[src/rtl/core/frde_pkg.sv]
// Shared types and constants of the fling remaining-distance estimator.
// No dependencies; imported by the controller, the datapath and the top level.
package frde_pkg;

  localparam int OUT_W       = 28;
  localparam int SHARE_W     = 16;
  localparam int DEN_W       = 17;
  localparam int RUN_W       = 4;
  localparam int CFG_IDX_W   = 2;
  localparam int CFG_DATA_W  = 16;

  localparam int OUT_POS_MAX = 134217727;
  localparam int OUT_NEG_MAG = 134217728;
  localparam int SHARE_ONE   = 65536;

  localparam logic [SHARE_W-1:0] THR_RESET  = 16'd62915;
  localparam logic [SHARE_W-1:0] CAP_RESET  = 16'd64881;
  localparam logic [RUN_W-1:0]   NEED_RESET = 4'd3;
  localparam logic [RUN_W-1:0]   RUN_MAX    = 4'd15;

  typedef enum logic [CFG_IDX_W-1:0] {
    CFG_DECAY_THR   = 2'd0,
    CFG_SLOW_CAP    = 2'd1,
    CFG_SHRINK_NEED = 2'd2
  } cfg_idx_t;

  typedef enum logic [8:0] {
    ST_IDLE   = 9'b000000001,
    ST_SQ_A   = 9'b000000010,
    ST_SQ_B   = 9'b000000100,
    ST_ROOT   = 9'b000001000,
    ST_CHECK  = 9'b000010000,
    ST_DIV    = 9'b000100000,
    ST_DECIDE = 9'b001000000,
    ST_LOADY  = 9'b010000000,
    ST_OUT    = 9'b100000000
  } state_t;

  typedef enum logic [1:0] {
    PH_SHARE = 2'd0,
    PH_X     = 2'd1,
    PH_Y     = 2'd2
  } div_phase_t;

  typedef struct packed {
    logic load;
    logic sel_prev;
    logic sq_a;
    logic sq_b;
    logic root_step;
    logic div_load_share;
    logic div_step;
    logic decide;
    logic div_load_y;
    logic out_write;
    logic out_est;
  } cmd_t;

  typedef struct packed {
    logic had_prior;
    logic prev_zero;
    logic decaying;
    logic out_free;
  } stat_t;

endpackage

[src/rtl/core/fling_remaining_distance_estimator_core.sv]
// Fling remaining-distance estimator, top level. Uses frde_pkg, frde_ctrl, frde_datapath.
// A restart or a first delta goes from idle straight to the output state, which writes the
// output register once it is free; a full estimate runs two square roots of DELTA_BITS
// steps each and up to three passes of a (DELTA_BITS+18)-step divider. Only one
// transaction is taken at a time: in_ready is high only in the idle state.
// Reset (rst, synchronous, active high) clears history, run count, out_valid; restores config.
module fling_remaining_distance_estimator_core #(
  parameter int DELTA_BITS = 21
) (
  input  logic                               clk,
  input  logic                               rst,
  input  logic                               cfg_we,
  input  logic [frde_pkg::CFG_IDX_W-1:0]     cfg_index,
  input  logic [frde_pkg::CFG_DATA_W-1:0]    cfg_data,
  input  logic                               in_valid,
  output logic                               in_ready,
  input  logic                               op,
  input  logic signed [DELTA_BITS-1:0]       delta_x,
  input  logic signed [DELTA_BITS-1:0]       delta_y,
  output logic                               out_valid,
  input  logic                               out_ready,
  output logic                               estimate_valid,
  output logic signed [frde_pkg::OUT_W-1:0]  remaining_x,
  output logic signed [frde_pkg::OUT_W-1:0]  remaining_y
);
  import frde_pkg::*;

  // The controller walks each estimate through its steps: square both
  // components of the new delta, take the root, do the same for the previous
  // delta, then, unless that root is zero, divide for the decay share. If
  // momentum is decaying, the same divider runs twice more to scale the two
  // components. The datapath holds every register that carries numbers,
  // including the history and the output register, and reports status flags.
  cmd_t  cmd;
  stat_t stat;

  frde_ctrl #(
    .DELTA_BITS(DELTA_BITS)
  ) u_ctrl (
    .clk      (clk),
    .rst      (rst),
    .in_valid (in_valid),
    .in_ready (in_ready),
    .op       (op),
    .stat     (stat),
    .cmd      (cmd)
  );

  // The output register lets a finished result wait for the consumer while
  // the controller returns to idle once it has been written.
  frde_datapath #(
    .DELTA_BITS(DELTA_BITS)
  ) u_dp (
    .clk            (clk),
    .rst            (rst),
    .cfg_we         (cfg_we),
    .cfg_index      (cfg_index),
    .cfg_data       (cfg_data),
    .op             (op),
    .delta_x        (delta_x),
    .delta_y        (delta_y),
    .cmd            (cmd),
    .stat           (stat),
    .out_valid      (out_valid),
    .out_ready      (out_ready),
    .estimate_valid (estimate_valid),
    .remaining_x    (remaining_x),
    .remaining_y    (remaining_y)
  );

endmodule

[src/rtl/core/frde_ctrl.sv]
// Sequencing controller of the fling remaining-distance estimator.
// Depends on frde_pkg; drives the datapath through frde_pkg::cmd_t.
module frde_ctrl #(
  parameter int DELTA_BITS = 21
) (
  input  logic           clk,
  input  logic           rst,
  input  logic           in_valid,
  output logic           in_ready,
  input  logic           op,
  input  frde_pkg::stat_t stat,
  output frde_pkg::cmd_t  cmd
);
  import frde_pkg::*;

  localparam int NW = DELTA_BITS + 18;
  localparam int CW = $clog2(NW);

  state_t     state, state_next;
  div_phase_t phase, phase_next;
  logic       sel_prev, sel_prev_next;
  logic       est, est_next;
  logic [CW-1:0] cnt, cnt_next;

  always_ff @(posedge clk) begin
    if (rst) begin
      state    <= ST_IDLE;
      phase    <= PH_SHARE;
      sel_prev <= 1'b0;
      est      <= 1'b0;
      cnt      <= '0;
    end else begin
      state    <= state_next;
      phase    <= phase_next;
      sel_prev <= sel_prev_next;
      est      <= est_next;
      cnt      <= cnt_next;
    end
  end

  always_comb begin
    state_next    = state;
    phase_next    = phase;
    sel_prev_next = sel_prev;
    est_next      = est;
    cnt_next      = cnt;
    cmd           = '0;
    cmd.sel_prev  = sel_prev;
    cmd.out_est   = est;
    in_ready      = 1'b0;
    unique case (state)
      ST_IDLE: begin
        in_ready = 1'b1;
        if (in_valid) begin
          cmd.load = 1'b1;
          if (op || !stat.had_prior) begin
            est_next   = 1'b0;
            state_next = ST_OUT;
          end else begin
            sel_prev_next = 1'b0;
            state_next    = ST_SQ_A;
          end
        end
      end
      ST_SQ_A: begin
        cmd.sq_a   = 1'b1;
        state_next = ST_SQ_B;
      end
      ST_SQ_B: begin
        cmd.sq_b   = 1'b1;
        cnt_next   = '0;
        state_next = ST_ROOT;
      end
      ST_ROOT: begin
        cmd.root_step = 1'b1;
        cnt_next      = cnt + 1'b1;
        if (cnt == CW'(DELTA_BITS - 1)) begin
          if (!sel_prev) begin
            sel_prev_next = 1'b1;
            state_next    = ST_SQ_A;
          end else begin
            state_next = ST_CHECK;
          end
        end
      end
      ST_CHECK: begin
        if (stat.prev_zero) begin
          est_next   = 1'b0;
          state_next = ST_OUT;
        end else begin
          cmd.div_load_share = 1'b1;
          phase_next         = PH_SHARE;
          cnt_next           = '0;
          state_next         = ST_DIV;
        end
      end
      ST_DIV: begin
        cmd.div_step = 1'b1;
        cnt_next     = cnt + 1'b1;
        if (cnt == CW'(NW - 1)) begin
          unique case (phase)
            PH_SHARE: state_next = ST_DECIDE;
            PH_X:     state_next = ST_LOADY;
            PH_Y: begin
              est_next   = 1'b1;
              state_next = ST_OUT;
            end
            default:  state_next = ST_IDLE;
          endcase
        end
      end
      ST_DECIDE: begin
        cmd.decide = 1'b1;
        cnt_next   = '0;
        if (stat.decaying) begin
          phase_next = PH_X;
          state_next = ST_DIV;
        end else begin
          est_next   = 1'b0;
          state_next = ST_OUT;
        end
      end
      ST_LOADY: begin
        cmd.div_load_y = 1'b1;
        phase_next     = PH_Y;
        cnt_next       = '0;
        state_next     = ST_DIV;
      end
      ST_OUT: begin
        if (stat.out_free) begin
          cmd.out_write = 1'b1;
          state_next    = ST_IDLE;
        end
      end
      default: state_next = ST_IDLE;
    endcase
  end

endmodule

[src/rtl/core/frde_datapath.sv]
// Datapath of the fling remaining-distance estimator: history, squarer,
// bit-serial square root, shared restoring divider and output register. Uses frde_pkg.
module frde_datapath #(
  parameter int DELTA_BITS = 21
) (
  input  logic                                  clk,
  input  logic                                  rst,
  input  logic                                  cfg_we,
  input  logic [frde_pkg::CFG_IDX_W-1:0]        cfg_index,
  input  logic [frde_pkg::CFG_DATA_W-1:0]       cfg_data,
  input  logic                                  op,
  input  logic signed [DELTA_BITS-1:0]          delta_x,
  input  logic signed [DELTA_BITS-1:0]          delta_y,
  input  frde_pkg::cmd_t                        cmd,
  output frde_pkg::stat_t                       stat,
  output logic                                  out_valid,
  input  logic                                  out_ready,
  output logic                                  estimate_valid,
  output logic signed [frde_pkg::OUT_W-1:0]     remaining_x,
  output logic signed [frde_pkg::OUT_W-1:0]     remaining_y
);
  import frde_pkg::*;

  localparam int D  = DELTA_BITS;
  localparam int NW = D + 18;
  localparam int RW = 2 * D;
  localparam int QW = (NW > OUT_W + 1) ? NW : OUT_W + 1;

  logic [SHARE_W-1:0] thr, cap;
  logic [RUN_W-1:0]   need, run;
  logic [D-1:0]       px, py, cx, cy, ox, oy;
  logic               present;
  logic [RW-1:0]      sq, rad;
  logic [D+1:0]       rrem;
  logic [D-1:0]       root, len;
  logic [NW-1:0]      num, divsr, qx;
  logic [NW:0]        drem;

  logic [D-1:0]       m_cx, m_cy, m_ox, m_oy, mul_op;
  logic [RW-1:0]      prod;
  logic [D+3:0]       rsh, rtrial;
  logic               rge;
  logic [NW:0]        dsh;
  logic               dge;
  logic               share_ge;
  logic [SHARE_W-1:0] share, used;
  logic [RUN_W-1:0]   run_new;
  logic [DEN_W-1:0]   den;

  function automatic logic [D-1:0] mag(input logic [D-1:0] v);
    return v[D-1] ? (~v + 1'b1) : v;
  endfunction

  function automatic logic [OUT_W-1:0] sat_out(input logic [NW-1:0] q, input logic neg);
    logic [QW-1:0] qe;
    qe = QW'(q);
    if (neg) begin
      if (qe > QW'(OUT_NEG_MAG)) qe = QW'(OUT_NEG_MAG);
      return ~qe[OUT_W-1:0] + 1'b1;
    end
    if (qe > QW'(OUT_POS_MAX)) qe = QW'(OUT_POS_MAX);
    return qe[OUT_W-1:0];
  endfunction

  assign m_cx   = mag(cx);
  assign m_cy   = mag(cy);
  assign m_ox   = mag(ox);
  assign m_oy   = mag(oy);
  assign mul_op = cmd.sel_prev ? (cmd.sq_b ? m_oy : m_ox) : (cmd.sq_b ? m_cy : m_cx);
  assign prod   = RW'(mul_op) * RW'(mul_op);

  // One root digit per cycle, two radicand bits consumed per step.
  assign rsh    = {rrem, rad[RW-1 -: 2]};
  assign rtrial = {2'b00, root, 2'b01};
  assign rge    = rsh >= rtrial;

  // One quotient bit per cycle; the quotient shifts in where the dividend leaves.
  assign dsh = {drem[NW-1:0], num[NW-1]};
  assign dge = dsh >= {1'b0, divsr};

  assign share_ge = |num[NW-1:SHARE_W];
  assign share    = num[SHARE_W-1:0];
  assign run_new  = share_ge ? '0 : ((run == RUN_MAX) ? run : run + 1'b1);
  assign used     = (share < cap) ? share : cap;
  assign den      = DEN_W'(SHARE_ONE) - DEN_W'(used);

  assign stat.had_prior = present;
  assign stat.prev_zero = (root == '0);
  assign stat.decaying  = !share_ge && ((share < thr) || (run_new >= need));
  assign stat.out_free  = !out_valid || out_ready;

  always_ff @(posedge clk) begin
    if (rst) begin
      thr     <= THR_RESET;
      cap     <= CAP_RESET;
      need    <= NEED_RESET;
    end else if (cfg_we) begin
      case (cfg_idx_t'(cfg_index))
        CFG_DECAY_THR:   thr  <= cfg_data[SHARE_W-1:0];
        CFG_SLOW_CAP:    cap  <= cfg_data[SHARE_W-1:0];
        CFG_SHRINK_NEED: need <= cfg_data[RUN_W-1:0];
        default: ;
      endcase
    end
  end

  always_ff @(posedge clk) begin
    if (rst) begin
      px      <= '0;
      py      <= '0;
      present <= 1'b0;
      run     <= '0;
    end else if (cmd.load) begin
      if (op) begin
        px      <= '0;
        py      <= '0;
        present <= 1'b0;
        run     <= '0;
      end else begin
        px      <= delta_x;
        py      <= delta_y;
        present <= 1'b1;
      end
    end else if (cmd.decide) begin
      run <= run_new;
    end
  end

  always_ff @(posedge clk) begin
    if (cmd.load) begin
      cx <= delta_x;
      cy <= delta_y;
      ox <= px;
      oy <= py;
    end
    if (cmd.sq_a) begin
      sq <= prod;
      if (cmd.sel_prev) len <= root;
    end
    if (cmd.sq_b) begin
      rad  <= sq + prod;
      root <= '0;
      rrem <= '0;
    end
    if (cmd.root_step) begin
      rrem <= rge ? (D + 2)'(rsh - rtrial) : rsh[D+1:0];
      rad  <= rad << 2;
      root <= {root[D-2:0], rge};
    end
    if (cmd.div_load_share) begin
      num   <= NW'(len) << SHARE_W;
      divsr <= NW'(root);
      drem  <= '0;
    end
    if (cmd.div_step) begin
      drem <= dge ? (dsh - {1'b0, divsr}) : dsh;
      num  <= {num[NW-2:0], dge};
    end
    if (cmd.decide && stat.decaying) begin
      num   <= (NW'(m_cx) << (DEN_W)) + NW'(den);
      divsr <= NW'({den, 1'b0});
      drem  <= '0;
    end
    if (cmd.div_load_y) begin
      qx   <= num;
      num  <= (NW'(m_cy) << (DEN_W)) + NW'(divsr[DEN_W:1]);
      drem <= '0;
    end
  end

  always_ff @(posedge clk) begin
    if (rst) begin
      out_valid <= 1'b0;
    end else if (cmd.out_write) begin
      out_valid <= 1'b1;
    end else if (out_ready) begin
      out_valid <= 1'b0;
    end
  end

  always_ff @(posedge clk) begin
    if (cmd.out_write) begin
      estimate_valid <= cmd.out_est;
      remaining_x    <= cmd.out_est ? sat_out(qx, cx[D-1]) : '0;
      remaining_y    <= cmd.out_est ? sat_out(num, cy[D-1]) : '0;
    end
  end

endmodule

[config.mk]
export PLATFORM = sky130hd
export DESIGN_NAME = fling_remaining_distance_estimator_core
export DESIGN_NICKNAME = d
export VERILOG_FILES = /design/src/rtl/core/frde_pkg.sv /design/src/rtl/core/fling_remaining_distance_estimator_core.sv /design/src/rtl/core/frde_ctrl.sv /design/src/rtl/core/frde_datapath.sv
export SDC_FILE = /design/constraint.sdc
export NUM_CORES = 2
export LEC_CHECK = 0
export BUFFER_PORTS_ARGS = -buffer_cell sky130_fd_sc_hd__buf_2
export CAP_MARGIN = 20
export CORE_UTILIZATION = 35
export CTS_BUF_LIST = sky130_fd_sc_hd__clkbuf_8
export DETAILED_ROUTE_END_ITERATION = 7
export PLACE_DENSITY_LB_ADDON = 0.12
export RECOVER_POWER = 25
export SYNTH_ARGS = -nofsm -noshare
export SYNTH_HDL_FRONTEND = slang
export SYNTH_SLANG_ARGS = --single-unit
[constraint.sdc]
create_clock -name clk -period 20.4 [get_ports clk]
set_input_delay 4.08 -clock clk [delete_from_list [all_inputs] [get_ports clk]]
set_output_delay 4.08 -clock clk [all_outputs]
set_load 0.02 [all_outputs]
==> impl_metrics.tcl <==
set metrics [dict create \
    routedWlPerCell_um 19.51 \
    n_fill_cell 11717 \
    die_area_mm2 0.1192 \
    crit_family "adder cells" \
    grt_pass1_wl_um 184700 \
    worst_clock_skew_ps 79.02 \
    dr_wl_met2_um 55280 \
    setup_tns_ps 0 \
    gp_congestion 0.8629 \
    cts_inserted_buffers 99 \
    clkSinkCount 530 \
    grt_pass1_vias 31177 \
    cpMostUsedCell "fa_1" \
    r2r_cells 42 \
    cp_num_buf_inv 5 \
    crit_fanout 75 \
    synthTopCellsByCount "536 x inv_1, 403 x nand2_1, 401 x nor2_1, 382 x edfxtp_1, 314 x fa_1" \
    wl_met3_um 5420 \
    io_pins 125 \
    drt-initial-drc-count 1994 \
    failed_checks "max-capacitance violations, max-slew violations" \
    via_count 30944 \
    post-route-drc-count 0 \
    yosysSeqAreaShare 0.3499 \
    start_util 0.3540 \
    grtUsageTotal 0.1981 \
    die_y_um 345.3 \
    async_flop_share 0 \
    endpoint_kind "register" \
    hold_viol_final 0 \
    synth_warnings 0 \
    synth.distinct_cells 85 \
    cts_hold_buf 0 \
    htreeDepth 3 \
    core_area_mm2 0.1165 \
    hpwl_um 89480 \
    synth_area_leaders "edfxtp_1 28%, fa_1 15%, ha_1 8.5%" \
    rows 125 \
    critPathLaunchType "register" \
    root_buffer "clkbuf_8" \
    ant_nets 0 \
    cpMaxStageDelayCell "clkbuf_1" \
    status "finished with violations" \
    die_w_um 345.3 \
    routed_wl_um 117900 \
    hold_path.class "reg2reg" \
    min_path_cells 0 \
    avgSynthCellArea_um2 9.530 \
    netlist.area_leader.share 0.2781 \
    setup_viol 0 \
    synth_cells 4328 \
    finalNetCount 5092 \
    yosysMostFrequentCell "inv_1" \
    worst_slew_pin_slew_ps 3294 \
    fin_crit_ps 15080 \
    rsz0062_at_grt "no" \
    drive_above_1_share 0.08128 \
    slew_violations 299 \
    grt_max_degree 76 \
    maxCapViolCount 6 \
    synth_seq_cells 530 \
    tritoncts "built" \
    antenna_found_initial 4 \
    synth_ff_type "edfxtp_1" \
    required_ps 20860 \
    yosysTopAreaCell "edfxtp_1" \
    crit_path_max_incr_delay_ps 2340 \
    synth_edf_count 382 \
    io_buffers 124 \
    period_share 0.7391 \
    cts_buffer_depth 3 \
    worstPathArrival_ps 15540 \
    ctsResizeCount 0 \
    area_delta_synth_final_pct 10.68 \
    dr.max_layer_used "met5" \
    met1_length_um 54430 \
    routed_via_density 5.122 \
    maxSlewHeadroom -1.196 \
    grt_overflow 0 \
    synth_area_mm2 0.04125 \
    fmax_ghz 0.06632 \
    path_clk_slew_ps 60 \
    first_pass_iters 6 \
    clk_latency_ps 760 \
    cp.depth 42 \
    cts_setup_buffers 0 \
    crit_type "reg2reg" \
]
[logic make-up after synthesis]
family,Yosys count,synth area share
AOI/OAI and AO/OA,916,0.1371
xor gates and xnor gates,232,0.05005
adders and majority gates,593,0.2370
buffers and inverters,728,0.06686
DFF,530,0.3499
muxes,48,0.01241
other,2,0.0001821
and+or+nand+nor,1279,0.1464
[through the flow]
stage	instances	setup slack, ps	area (um2)	hold WS, ps	util
after floorplan	4342	8967	41300	408.1	-
after global placement	5856	7327	43570	412.6	0.3740
after detailed placement	5856	7189	43570	415.0	0.3740
after CTS	6039	7141	45710	410.9	0.3923
after global routing	6041	4294	45650	421.4	0.3918
final	6041	5322	45650	406.6	0.3918
[final timing paths]
| kind | start | to | slack, ps |
|---|---|---|---|
| worst max-delay path | u_ctrl.state[5] | u_dp.rad[41] | 5320 |
| worst min-delay path | u_dp.px[15] | u_dp.ox[15] | 410 |
| worst min register to register | u_dp.px[15] | u_dp.ox[15] | 410 |
| worst max register to register | u_ctrl.state[5] | u_dp.rad[41] | 5320 |
[worst reg2reg max path: cells and delay by family (launching register included)]
family	cells	cell delay (ps)
AOI/OAI and AO/OA	11	3000
xor gates and xnor gates	2	330
adders and majority gates	9	4320
buffers and inverters	5	3130
DFF	1	370
and+or+nand+nor	15	3650
[sequential cells by signal, summed over array words and instances, names as in the netlist, 23 cells and up]
name / cells
u_dp.drem: 39
u_dp.num: 39
u_dp.qx: 39
u_dp.rad: 42
u_dp.remaining_x: 28
u_dp.remaining_y: 28
u_dp.rrem: 23
u_dp.sq: 41
[per-layer routing]
layer	vias to the layer above	global-route usage
met1	15134	0.2758
met5	-	0
met4	2	0.05421
met3	156	0.02587
met2	649	0.3227
li1	15003	-
[final cells by class]
cell class,count,area (um2),share of cell area
inverters,544,2043,0.04476
diodes,2,5.005,0.0001096
clock inverters,76,664.4,0.01455
flip-flops and latches,530,14440,0.3162
well taps,1524,1907,0.04177
multi-input cells,3084,24160,0.5293
clock buffers,107,1473,0.03226
repair buffers,174,960.9,0.02105
[placed cells by master, fill, tap and decap left out, types with 82 or more instances in the layout]
| master | synthesis | final |
|---|---|---|
| fa_1 | 314 | 314 |
| nand2_1 | 403 | 403 |
| nor2_1 | 401 | 401 |
| edfxtp_1 | 382 | 382 |
| a21oi_1 | 272 | 269 |
| buf_2 | 11 | 123 |
| inv_1 | 536 | 568 |
| clkbuf_8 | 0 | 107 |
| a21o_1 | 83 | 82 |
| xor2_1 | 96 | 96 |
| ha_1 | 279 | 279 |
| xnor2_1 | 134 | 134 |
| dfxtp_1 | 148 | 147 |
| o21ai_0 | 250 | 245 |
Power is not shown: default switching activity piles up to over one toggle a cycle in this logic, so the estimate is an artifact.
